--- src/design/ctig_pkg.sv ---
// shared types and constants for the capsule triangle index generator
package ctig_pkg;

  localparam int unsigned MAX_RING_SEGMENTS = 128;
  localparam int unsigned MAX_CAP_RINGS     = 32;

  localparam int unsigned NUM_W      = 15;
  localparam int unsigned CORNER_W   = 14;
  localparam int unsigned CFG_DATA_W = 8;
  localparam int unsigned RING_CFG_W = 8;
  localparam int unsigned CAP_CFG_W  = 6;
  localparam int unsigned CFG_IDX_W  = 1;

  localparam logic [CFG_IDX_W-1:0] CFG_RING_SEGMENTS = 1'b0;
  localparam logic [CFG_IDX_W-1:0] CFG_CAP_RINGS     = 1'b1;

  localparam int unsigned RING_MIN   = 3;
  localparam int unsigned CAP_MIN    = 2;
  localparam int unsigned RING_RESET = 32;
  localparam int unsigned CAP_RESET  = 8;

  typedef enum logic [2:0] {
    SEC_CYL,
    SEC_TOP_FAN,
    SEC_TOP_RING,
    SEC_TOP_JOIN,
    SEC_BOT_FAN,
    SEC_BOT_RING,
    SEC_BOT_JOIN,
    SEC_NONE
  } sec_e;

  typedef struct packed {
    sec_e sec;
    logic half;
  } ctig_tag_t;

endpackage

--- src/design/ctig_div.sv ---
// pipelined restoring divider, one quotient bit per stage, splits a quad number into row and column
module ctig_div #(
  parameter int unsigned RingW = 8,
  parameter int unsigned QuotW = 5,
  parameter int unsigned RemW  = 12
) (
  input  logic                 clk_i,
  input  logic                 rst_ni,
  input  logic [RingW-1:0]     ring_seg_i,
  input  logic                 valid_i,
  output logic                 ready_o,
  input  logic [RemW-1:0]      rem_i,
  input  ctig_pkg::ctig_tag_t  tag_i,
  output logic                 valid_o,
  input  logic                 ready_i,
  output logic [RemW-1:0]      rem_o,
  output logic [QuotW-1:0]     quot_o,
  output ctig_pkg::ctig_tag_t  tag_o
);
  import ctig_pkg::*;

  localparam int unsigned EW = RemW + RingW;

  logic              vld_q  [QuotW];
  logic [RemW-1:0]   rem_q  [QuotW];
  logic [QuotW-1:0]  quot_q [QuotW];
  ctig_tag_t         tag_q  [QuotW];
  logic [QuotW:0]    en;

  assign en[QuotW] = ready_i;

  for (genvar j = 0; j < QuotW; j++) begin : g_stage
    localparam int unsigned K = QuotW - 1 - j;

    logic             vin;
    logic [RemW-1:0]  rin;
    logic [QuotW-1:0] qin;
    ctig_tag_t        tin;
    logic [EW-1:0]    dvs;
    logic [EW-1:0]    rext;
    logic             ge;
    logic [RemW-1:0]  rem_d;
    logic [QuotW-1:0] quot_d;

    if (j == 0) begin : g_first
      assign vin = valid_i;
      assign rin = rem_i;
      assign qin = '0;
      assign tin = tag_i;
    end else begin : g_next
      assign vin = vld_q[j-1];
      assign rin = rem_q[j-1];
      assign qin = quot_q[j-1];
      assign tin = tag_q[j-1];
    end

    assign en[j] = !vld_q[j] || en[j+1];

    always_comb begin
      dvs    = EW'(ring_seg_i) << K;
      rext   = EW'(rin);
      ge     = (rext >= dvs);
      rem_d  = ge ? RemW'(rext - dvs) : rin;
      quot_d = qin;
      quot_d[K] = ge;
    end

    always_ff @(posedge clk_i or negedge rst_ni) begin
      if (!rst_ni) begin
        vld_q[j] <= 1'b0;
      end else if (en[j]) begin
        vld_q[j] <= vin;
      end
    end

    always_ff @(posedge clk_i) begin
      if (en[j] && vin) begin
        rem_q[j]  <= rem_d;
        quot_q[j] <= quot_d;
        tag_q[j]  <= tin;
      end
    end
  end

  assign ready_o = en[0];
  assign valid_o = vld_q[QuotW-1];
  assign rem_o   = rem_q[QuotW-1];
  assign quot_o  = quot_q[QuotW-1];
  assign tag_o   = tag_q[QuotW-1];

endmodule

--- src/design/capsule_triangle_index_generator.sv ---
// Capsule triangle index generator: takes a triangle number and returns the three vertex
// indices of that triangle in the capsule mesh (two cylinder rings, then pole and latitude
// rings of each cap), with in_range_o low and zero corners past the last triangle. One word
// is taken every cycle while stall_o is low; each word passes through the pipeline stages
// in order (section compare, offset subtract, one restoring divider stage per quotient bit
// for the ring and column split, row multiply, row base add, corner add). Empty stages close
// up under stall_i, so input words keep flowing while a finished word waits at the output.
// Write ring_segments and cap_rings only while no word is in flight; out-of-range writes are
// clamped to 3..MaxRingSegments and 2..MaxCapRings.
module capsule_triangle_index_generator #(
  parameter int unsigned MaxRingSegments = ctig_pkg::MAX_RING_SEGMENTS,
  parameter int unsigned MaxCapRings     = ctig_pkg::MAX_CAP_RINGS
) (
  input  logic                                clk_i,
  input  logic                                rst_ni,
  input  logic                                cfg_we_i,
  input  logic [ctig_pkg::CFG_IDX_W-1:0]      cfg_idx_i,
  input  logic [ctig_pkg::CFG_DATA_W-1:0]     cfg_data_i,
  input  logic                                valid_i,
  output logic                                stall_o,
  input  logic [ctig_pkg::NUM_W-1:0]          triangle_number_i,
  output logic                                valid_o,
  input  logic                                stall_i,
  output logic [ctig_pkg::CORNER_W-1:0]       corner_a_o,
  output logic [ctig_pkg::CORNER_W-1:0]       corner_b_o,
  output logic [ctig_pkg::CORNER_W-1:0]       corner_c_o,
  output logic                                in_range_o
);
  import ctig_pkg::*;

  localparam int unsigned RW   = $clog2(MaxRingSegments + 1);
  localparam int unsigned LW   = $clog2(MaxCapRings + 1);
  localparam int unsigned RLW  = $clog2(MaxRingSegments * MaxCapRings + 1);
  localparam int unsigned CW0  =
    $clog2(8 * MaxRingSegments + 4 * MaxRingSegments * MaxCapRings + 1);
  localparam int unsigned CW   = (CW0 > NUM_W) ? CW0 : NUM_W;
  localparam int unsigned MW   = $clog2(2 * MaxRingSegments * MaxCapRings);
  localparam int unsigned QNW  = MW - 1;
  localparam int unsigned QW   = $clog2(MaxCapRings);
  localparam int unsigned XW0  = $clog2(2 * (MaxRingSegments + 1) * (MaxCapRings + 2) + 4);
  localparam int unsigned XW   = (XW0 > CORNER_W) ? XW0 : CORNER_W;
  localparam int unsigned CRW  = (RW > RING_CFG_W) ? RW : RING_CFG_W;
  localparam int unsigned CLW  = (LW > CAP_CFG_W) ? LW : CAP_CFG_W;

  localparam int unsigned RING_RST = (RING_RESET > MaxRingSegments) ? MaxRingSegments : RING_RESET;
  localparam int unsigned CAP_RST  = (CAP_RESET > MaxCapRings) ? MaxCapRings : CAP_RESET;
  localparam int unsigned RL_RST   = RING_RST * CAP_RST;

  // configuration
  logic [RW-1:0]  ring_q, ring_d;
  logic [LW-1:0]  cap_q, cap_d;
  logic [RLW-1:0] rl_q, rl_d;
  logic [CRW-1:0] ring_raw;
  logic [CLW-1:0] cap_raw;

  always_comb begin
    ring_raw = CRW'(cfg_data_i[RING_CFG_W-1:0]);
    cap_raw  = CLW'(cfg_data_i[CAP_CFG_W-1:0]);
    ring_d   = ring_q;
    cap_d    = cap_q;
    if (cfg_we_i && cfg_idx_i == CFG_RING_SEGMENTS) begin
      if (ring_raw < CRW'(RING_MIN)) begin
        ring_d = RW'(RING_MIN);
      end else if (ring_raw > CRW'(MaxRingSegments)) begin
        ring_d = RW'(MaxRingSegments);
      end else begin
        ring_d = RW'(ring_raw);
      end
    end
    if (cfg_we_i && cfg_idx_i == CFG_CAP_RINGS) begin
      if (cap_raw < CLW'(CAP_MIN)) begin
        cap_d = LW'(CAP_MIN);
      end else if (cap_raw > CLW'(MaxCapRings)) begin
        cap_d = LW'(MaxCapRings);
      end else begin
        cap_d = LW'(cap_raw);
      end
    end
    rl_d = RLW'(ring_d) * RLW'(cap_d);
  end

  always_ff @(posedge clk_i or negedge rst_ni) begin
    if (!rst_ni) begin
      ring_q <= RW'(RING_RST);
      cap_q  <= LW'(CAP_RST);
      rl_q   <= RLW'(RL_RST);
    end else if (cfg_we_i) begin
      ring_q <= ring_d;
      cap_q  <= cap_d;
      rl_q   <= rl_d;
    end
  end

  // section boundaries in triangle order
  logic [CW-1:0] r_c, rl_c;
  logic [CW-1:0] bnd_top_fan, bnd_top_ring, bnd_top_join;
  logic [CW-1:0] bnd_bot_fan, bnd_bot_ring, bnd_bot_join, bnd_end;

  always_comb begin
    r_c          = CW'(ring_q);
    rl_c         = CW'(rl_q);
    bnd_top_fan  = r_c << 1;
    bnd_top_ring = r_c * CW'(3);
    bnd_top_join = r_c * CW'(3) + (rl_c << 1);
    bnd_bot_fan  = r_c * CW'(5) + (rl_c << 1);
    bnd_bot_ring = r_c * CW'(6) + (rl_c << 1);
    bnd_bot_join = r_c * CW'(6) + (rl_c << 2);
    bnd_end      = (r_c << 3) + (rl_c << 2);
  end

  // handshake enables, each stage moves when empty or when the next one moves
  logic en_s1, en_s2, en_sm, en_su, en_out;
  logic div_ready, div_valid;

  // stage 1: section
  logic          s1_vld_q;
  logic [CW-1:0] s1_num_q;
  sec_e          s1_sec_q;
  logic [CW-1:0] num_c;
  sec_e          sec_d;

  always_comb begin
    num_c = CW'(triangle_number_i);
    if (num_c < bnd_top_fan) begin
      sec_d = SEC_CYL;
    end else if (num_c < bnd_top_ring) begin
      sec_d = SEC_TOP_FAN;
    end else if (num_c < bnd_top_join) begin
      sec_d = SEC_TOP_RING;
    end else if (num_c < bnd_bot_fan) begin
      sec_d = SEC_TOP_JOIN;
    end else if (num_c < bnd_bot_ring) begin
      sec_d = SEC_BOT_FAN;
    end else if (num_c < bnd_bot_join) begin
      sec_d = SEC_BOT_RING;
    end else if (num_c < bnd_end) begin
      sec_d = SEC_BOT_JOIN;
    end else begin
      sec_d = SEC_NONE;
    end
  end

  always_ff @(posedge clk_i or negedge rst_ni) begin
    if (!rst_ni) begin
      s1_vld_q <= 1'b0;
    end else if (en_s1) begin
      s1_vld_q <= valid_i;
    end
  end

  always_ff @(posedge clk_i) begin
    if (en_s1 && valid_i) begin
      s1_num_q <= num_c;
      s1_sec_q <= sec_d;
    end
  end

  // stage 2: offset within the section
  logic            s2_vld_q;
  logic [QNW-1:0]  s2_q_q;
  ctig_tag_t       s2_tag_q;
  logic [CW-1:0]   base_c;
  logic [CW-1:0]   diff_c;
  logic [MW-1:0]   m_c;

  always_comb begin
    case (s1_sec_q)
      SEC_CYL:      base_c = '0;
      SEC_TOP_FAN:  base_c = bnd_top_fan;
      SEC_TOP_RING: base_c = bnd_top_ring;
      SEC_TOP_JOIN: base_c = bnd_top_join;
      SEC_BOT_FAN:  base_c = bnd_bot_fan;
      SEC_BOT_RING: base_c = bnd_bot_ring;
      SEC_BOT_JOIN: base_c = bnd_bot_join;
      default:      base_c = s1_num_q;
    endcase
    diff_c = s1_num_q - base_c;
    m_c    = diff_c[MW-1:0];
  end

  always_ff @(posedge clk_i or negedge rst_ni) begin
    if (!rst_ni) begin
      s2_vld_q <= 1'b0;
    end else if (en_s2) begin
      s2_vld_q <= s1_vld_q;
    end
  end

  always_ff @(posedge clk_i) begin
    if (en_s2 && s1_vld_q) begin
      s2_q_q        <= m_c[MW-1:1];
      s2_tag_q.sec  <= s1_sec_q;
      s2_tag_q.half <= m_c[0];
    end
  end

  // quad number split into latitude row and column
  logic [QNW-1:0] div_rem;
  logic [QW-1:0]  div_quot;
  ctig_tag_t      div_tag;

  ctig_div #(
    .RingW (RW),
    .QuotW (QW),
    .RemW  (QNW)
  ) u_div (
    .clk_i      (clk_i),
    .rst_ni     (rst_ni),
    .ring_seg_i (ring_q),
    .valid_i    (s2_vld_q),
    .ready_o    (div_ready),
    .rem_i      (s2_q_q),
    .tag_i      (s2_tag_q),
    .valid_o    (div_valid),
    .ready_i    (en_sm),
    .rem_o      (div_rem),
    .quot_o     (div_quot),
    .tag_o      (div_tag)
  );

  // stage m: row offset product and section base vertices
  logic [XW-1:0] rx, lx, rlx, vx;
  logic [XW-1:0] north_pole, top_first, lat_len, south_pole, bot_first;
  logic [XW-1:0] ubase_d, wbase_d, prod_d;

  logic           sm_vld_q;
  ctig_tag_t      sm_tag_q;
  logic [QNW-1:0] sm_rem_q;
  logic [XW-1:0]  sm_prod_q, sm_ubase_q, sm_wbase_q;

  always_comb begin
    rx         = XW'(ring_q);
    lx         = XW'(cap_q);
    rlx        = XW'(rl_q);
    vx         = rx + XW'(1);
    north_pole = (rx << 1) + XW'(2);
    top_first  = (rx << 1) + XW'(3);
    lat_len    = rlx + lx;
    south_pole = top_first + lat_len + vx;
    bot_first  = south_pole + XW'(1);
    prod_d     = XW'(div_quot) * vx;
    case (div_tag.sec)
      SEC_CYL: begin
        ubase_d = '0;
        wbase_d = vx;
      end
      SEC_TOP_FAN: begin
        ubase_d = north_pole;
        wbase_d = top_first;
      end
      SEC_TOP_RING: begin
        ubase_d = top_first;
        wbase_d = top_first + vx;
      end
      SEC_TOP_JOIN: begin
        ubase_d = top_first + lat_len;
        wbase_d = '0;
      end
      SEC_BOT_FAN: begin
        ubase_d = south_pole;
        wbase_d = bot_first;
      end
      SEC_BOT_RING: begin
        ubase_d = bot_first;
        wbase_d = bot_first + vx;
      end
      SEC_BOT_JOIN: begin
        ubase_d = bot_first + lat_len;
        wbase_d = vx;
      end
      default: begin
        ubase_d = '0;
        wbase_d = '0;
      end
    endcase
  end

  always_ff @(posedge clk_i or negedge rst_ni) begin
    if (!rst_ni) begin
      sm_vld_q <= 1'b0;
    end else if (en_sm) begin
      sm_vld_q <= div_valid;
    end
  end

  always_ff @(posedge clk_i) begin
    if (en_sm && div_valid) begin
      sm_tag_q   <= div_tag;
      sm_rem_q   <= div_rem;
      sm_prod_q  <= prod_d;
      sm_ubase_q <= ubase_d;
      sm_wbase_q <= wbase_d;
    end
  end

  // stage u: upper and lower row starts, column
  logic          su_vld_q;
  ctig_tag_t     su_tag_q;
  logic [XW-1:0] su_u_q, su_w_q, su_col_q;
  logic [XW-1:0] col_d;

  always_comb begin
    // fan triangles count single steps, quads count pairs
    if (sm_tag_q.sec inside {SEC_TOP_FAN, SEC_BOT_FAN}) begin
      col_d = (XW'(sm_rem_q) << 1) | XW'(sm_tag_q.half);
    end else begin
      col_d = XW'(sm_rem_q);
    end
  end

  always_ff @(posedge clk_i or negedge rst_ni) begin
    if (!rst_ni) begin
      su_vld_q <= 1'b0;
    end else if (en_su) begin
      su_vld_q <= sm_vld_q;
    end
  end

  always_ff @(posedge clk_i) begin
    if (en_su && sm_vld_q) begin
      su_tag_q <= sm_tag_q;
      su_u_q   <= sm_ubase_q + sm_prod_q;
      su_w_q   <= sm_wbase_q + sm_prod_q;
      su_col_q <= col_d;
    end
  end

  // output stage: corners and winding
  logic          out_vld_q;
  logic [XW-1:0] qa, qb, qc, qd;
  logic [XW-1:0] ka_d, kb_d, kc_d;
  logic [CORNER_W-1:0] corner_a_q, corner_b_q, corner_c_q;
  logic          in_range_q;

  always_comb begin
    qa = su_u_q + su_col_q;
    qb = su_u_q + su_col_q + XW'(1);
    qc = su_w_q + su_col_q;
    qd = su_w_q + su_col_q + XW'(1);
    case (su_tag_q.sec)
      SEC_TOP_FAN: begin
        ka_d = su_u_q;
        kb_d = qc;
        kc_d = qd;
      end
      SEC_BOT_FAN: begin
        ka_d = su_u_q;
        kb_d = qd;
        kc_d = qc;
      end
      SEC_CYL, SEC_TOP_RING, SEC_TOP_JOIN: begin
        ka_d = su_tag_q.half ? qb : qa;
        kb_d = su_tag_q.half ? qd : qb;
        kc_d = qc;
      end
      SEC_BOT_RING, SEC_BOT_JOIN: begin
        ka_d = su_tag_q.half ? qb : qa;
        kb_d = qc;
        kc_d = su_tag_q.half ? qd : qb;
      end
      default: begin
        ka_d = '0;
        kb_d = '0;
        kc_d = '0;
      end
    endcase
  end

  always_ff @(posedge clk_i or negedge rst_ni) begin
    if (!rst_ni) begin
      out_vld_q <= 1'b0;
    end else if (en_out) begin
      out_vld_q <= su_vld_q;
    end
  end

  always_ff @(posedge clk_i) begin
    if (en_out && su_vld_q) begin
      corner_a_q <= ka_d[CORNER_W-1:0];
      corner_b_q <= kb_d[CORNER_W-1:0];
      corner_c_q <= kc_d[CORNER_W-1:0];
      in_range_q <= (su_tag_q.sec != SEC_NONE);
    end
  end

  assign en_out = !out_vld_q || !stall_i;
  assign en_su  = !su_vld_q || en_out;
  assign en_sm  = !sm_vld_q || en_su;
  assign en_s2  = !s2_vld_q || div_ready;
  assign en_s1  = !s1_vld_q || en_s2;

  assign stall_o    = !en_s1;
  assign valid_o    = out_vld_q;
  assign corner_a_o = corner_a_q;
  assign corner_b_o = corner_b_q;
  assign corner_c_o = corner_c_q;
  assign in_range_o = in_range_q;

  a_none_zero: assert property (@(posedge clk_i) disable iff (!rst_ni)
    (valid_o && !in_range_o) |-> (corner_a_o == '0 && corner_b_o == '0 && corner_c_o == '0))
    else $error("out of range word with nonzero corners");

  a_stall_full: assert property (@(posedge clk_i) disable iff (!rst_ni)
    stall_o |-> (valid_o && stall_i))
    else $error("input stalled while output free");

  a_rl_product: assert property (@(posedge clk_i) disable iff (!rst_ni)
    rl_q == RLW'(RLW'(ring_q) * RLW'(cap_q)))
    else $error("ring product out of step with configuration");

  a_cfg_range: assert property (@(posedge clk_i) disable iff (!rst_ni)
    (ring_q >= RW'(RING_MIN) && ring_q <= RW'(MaxRingSegments) &&
     cap_q >= LW'(CAP_MIN) && cap_q <= LW'(MaxCapRings)))
    else $error("configuration outside clamp range");

endmodule

--- config.mk ---
export PLATFORM = sky130hd
export DESIGN_NAME = capsule_triangle_index_generator
export DESIGN_NICKNAME = d
export VERILOG_FILES = /design/src/design/ctig_pkg.sv /design/src/design/ctig_div.sv /design/src/design/capsule_triangle_index_generator.sv
export SDC_FILE = /design/constraint.sdc
export NUM_CORES = 1
export LEC_CHECK = 0
export BUFFER_PORTS_ARGS = -buffer_cell sky130_fd_sc_hd__buf_2
export CORE_MARGIN = 3
export CORE_UTILIZATION = 65
export CTS_CLUSTER_SIZE = 25
export DETAILED_ROUTE_END_ITERATION = 12
export GPL_TIMING_DRIVEN = 0
export PLACE_DENSITY = 0.95
export SYNTH_ARGS = -nofsm -noshare
export SYNTH_HDL_FRONTEND = slang
export SYNTH_HIERARCHICAL = 1
export SYNTH_SLANG_ARGS = --single-unit
export TNS_END_PERCENT = 100
--- constraint.sdc ---
create_clock -name clk_i -period 17.9 [get_ports clk_i]
set_clock_uncertainty 0.1 [all_clocks]
set_input_delay 3.58 -clock clk_i [delete_from_list [all_inputs] [get_ports clk_i]]
set_output_delay 3.58 -clock clk_i [all_outputs]
set_load 0.01 [all_outputs]
==> metrics <==
status finished, final reports clean; DP HPWL 61.8 mm; post_cts resized 0; worst r2r path cells 24; post-synth top area share 29.3%; nets 3470; combinational share of power 66.8%; routed vias/inst 6.52; All-Layer GR Usage 35.5%; Clock power frac 10.7%; # setup viols final 0; CTS H-tree depth 2; PD cells 219 nW/um^2; RSZ-0062 raised after global routing no; R2R Setup Slk 9.74 ns; minimum period implied by the final worst setup slack 9.06 ns; port bufs 71; Core Footprint 42200 um^2; endpoints failing hold 0; final period utilization 50.6%; Max transition margin 15.2%; CTS root buf clkbuf_16; Pint 3.42 mW; slowest stage cell, crit path nor2b_1; Rows 75; fmax 110 MHz; worst endpoint required time 14.22 ns; Clock Latency Late Sink 0.56 ns; Cells after Synth 2921; initial antenna violation count 1; largest cells by area after synthesis edfxtp_1, ha_1, xnor2_1; setup TNS 0 ns; crit path max fanout 5; Netlist Area Pre-Place 28000 um^2; mean area per synthesized cell 9.57 um^2; VDD IR max 0.131 mV; cts hold-fix bufs 0; total clock sinks 310; Fillers 2963; DIE HEIGHT 213 um; worst hold path class reg -> reg; RePlAce Congestion 0.976; hold path depth 0; P&R area growth vs syn 8.04%; Worst R2R Start ring_q[1]; CP startpoint kind input pin; starting density of the core 66.2%; leakage power 13.0 nW; power after layout 6.61 mW; number of max-cap violations 0; Flop pwr share 22.5%; asr flop ratio synth 11.9%; post-CTS setup buffers 0; Crit. End Element output pin; DIE AREA 45600 um^2; vias post-DR 23500; Sw Share 48.4%; # DRC 0; Setup Crit Path Kind in -> out; FF+latch count, synth 310; initial DRC count 2355; Hold EP u_div/tag_q[0][19]; wire per inst 22.3 um; register area share after synthesis 32.6%; first-pass GRT wire length 127 mm; drt first pass iters 8; clock tree buffer depth 3; GRT Residual Overflow 0; Syn. warnings 6; Final Max Slew Viols 0; top_reg_cell synth edfxtp_1; io pins 74; cts bufs inserted 35; Post-Route WL 80.3 mm; proportion of layout cells with a drive suffix above 1 7.61%; RR Endpoint sm_ubase_q[12]; Yosys top cell by area edfxtp_1; Distinct cells, synth 102; hold wc startpoint u_div/tag_q[0][15]; vias in the first global route 24100; CTS tree yes; sw power 3.20 mW; Max stage delay on crit path 0.48 ns; critical path launch point stall_i; CP Cell Sequence buf_2 > nand4_1 > nor2b_1 > nand4_1 > inv_1 > nand2_1 > nand3b_1 > inv_1 > buf_2; syn_nets 3357; Slew @ Worst Pin 1.27 ns; die width 213 um; largest net degree at the start of global routing 46; Reg clk slew, reported paths 0.06 ns; Routed Antenna Nets 0; crit path DAT 5.38 ns; Post-synth EDFFs 273
-- layout by cell type, fill, tap and decap left out, drive strengths merged, types with 11 or more instances in the layout --
cell and count:
ha 336, edfxtp 273, nand2 239, inv 229
a21oi 218, nor2 207, o21ai 182, xnor2 175
clkbuf 111, a21o 98, buf 92, xor2 90
fa 71, nand2b 54, and2 51, nand3 49
nor3 44, nor2b 42, o21bai 38, mux2 38
dfrtp 34, a211oi 26, and3 25, or3 24
o21a 23, mux2i 23, o221ai 22, o211ai 19
o22ai 18, a31oi 18, o311ai 13, clkinv 13
o31ai 11, nand4 11
-- cells by family (layout without fill, tap and decap cells) --
logic type / count (synthesis) / in the layout / synth area share, %
other: 0 / 2 / 0
XOR/XNOR: 267 / 267 / 8.73
adder cells (fa/ha/maj): 410 / 410 / 20.2
flip-flops: 310 / 310 / 32.6
buffers and inverters: 308 / 448 / 4.25
AND/OR/NAND/NOR: 788 / 788 / 13.6
multiplexers: 61 / 61 / 2.45
AO/OA/AOI/OAI: 777 / 777 / 18.1
-- layer usage --
layer / vias up / global-route usage [%] / wire length (um)
li1: 10800 / - / -
met1: 11100 / 39.8 / 29100
met2: 1241 / 63.8 / 40000
met3: 386 / 5.33 / 5600
met4: 0 / 21.6 / 5560
met5: - / 0 / 0
-- cell usage after synthesis (all sizes together) (51+ instances only) --
library cell	number
nor2	207
edfxtp	273
and2	51
xor2	90
o21ai	182
a21oi	218
fa	71
clkbuf	65
inv	223
a21o	98
ha	336
xnor2	175
nand2	239
nand2b	54
-- worst max-delay path: cells and delay by family --
family | cells | cell delay, ns
buffers and inverters | 4 | 0.46
AND/OR/NAND/NOR | 5 | 1.33
-- worst max-delay path by stage --
stage / to / slack, ns / cells past startpoint
after CTS: stall_o / 8.88 / 9
final: stall_o / 8.84 / 9
after global placement: rl_q[12] / 8.65 / 22
after detailed placement: rl_q[12] / 8.66 / 20
after floorplan: rl_q[12] / 9.46 / 22
after global routing: stall_o / 8.72 / 9
-- power groups by stage --
stage	Sequential [mW]	Clock, mW	Combinational (mW)
4_1_cts	1.48	0.710	4.32
5_1_grt	1.51	0.736	4.82
3_3_place_gp	1.48	0	4.08
6_report	1.49	0.707	4.42
2_1_floorplan	1.44	0	3.16
3_5_place_dp	1.49	0	4.26
-- final cells by class --
class / instances / area [um^2] / area share (%)
multi-input cells: 2303 / 17700 / 58.5
inverters: 227 / 852 / 2.82
clock buffers: 46 / 958 / 3.17
flip-flops and latches: 310 / 9130 / 30.2
plain buffers: 81 / 335 / 1.11
diodes: 2 / 5.00 / 0.0166
repair buffers: 76 / 430 / 1.42
clock inverters: 18 / 149 / 0.493
well taps: 539 / 674 / 2.23
-- state kept, by name, indices dropped and copies added, names as in the netlist, 13 cells and up --
name	count
sm_wbase_q	14
corner_c_o	14
rl_q	13
u_div/rem_q	60
sm_prod_q	14
corner_b_o	14
su_col_q	13
u_div/quot_q	15
sm_ubase_q	14
su_w_q	14
su_u_q	14
s1_num_q	13
corner_a_o	14
u_div/tag_q	20
-- metrics by stage --
stage               hold WS (ns)  util, %  instances  instance area [um^2]  worst slack, ns
detailed placement         0.305     68.9       3534                 29100             8.66
finish                     0.305     71.6       3602                 30200             8.84
CTS                        0.301     71.5       3598                 30200             8.88
floorplan                  0.300        -       2921                 28000             9.46
global route               0.308     71.5       3600                 30200             8.72
global placement           0.302     68.7       3531                 29000             8.65
Power figures use the tool's default switching activity.
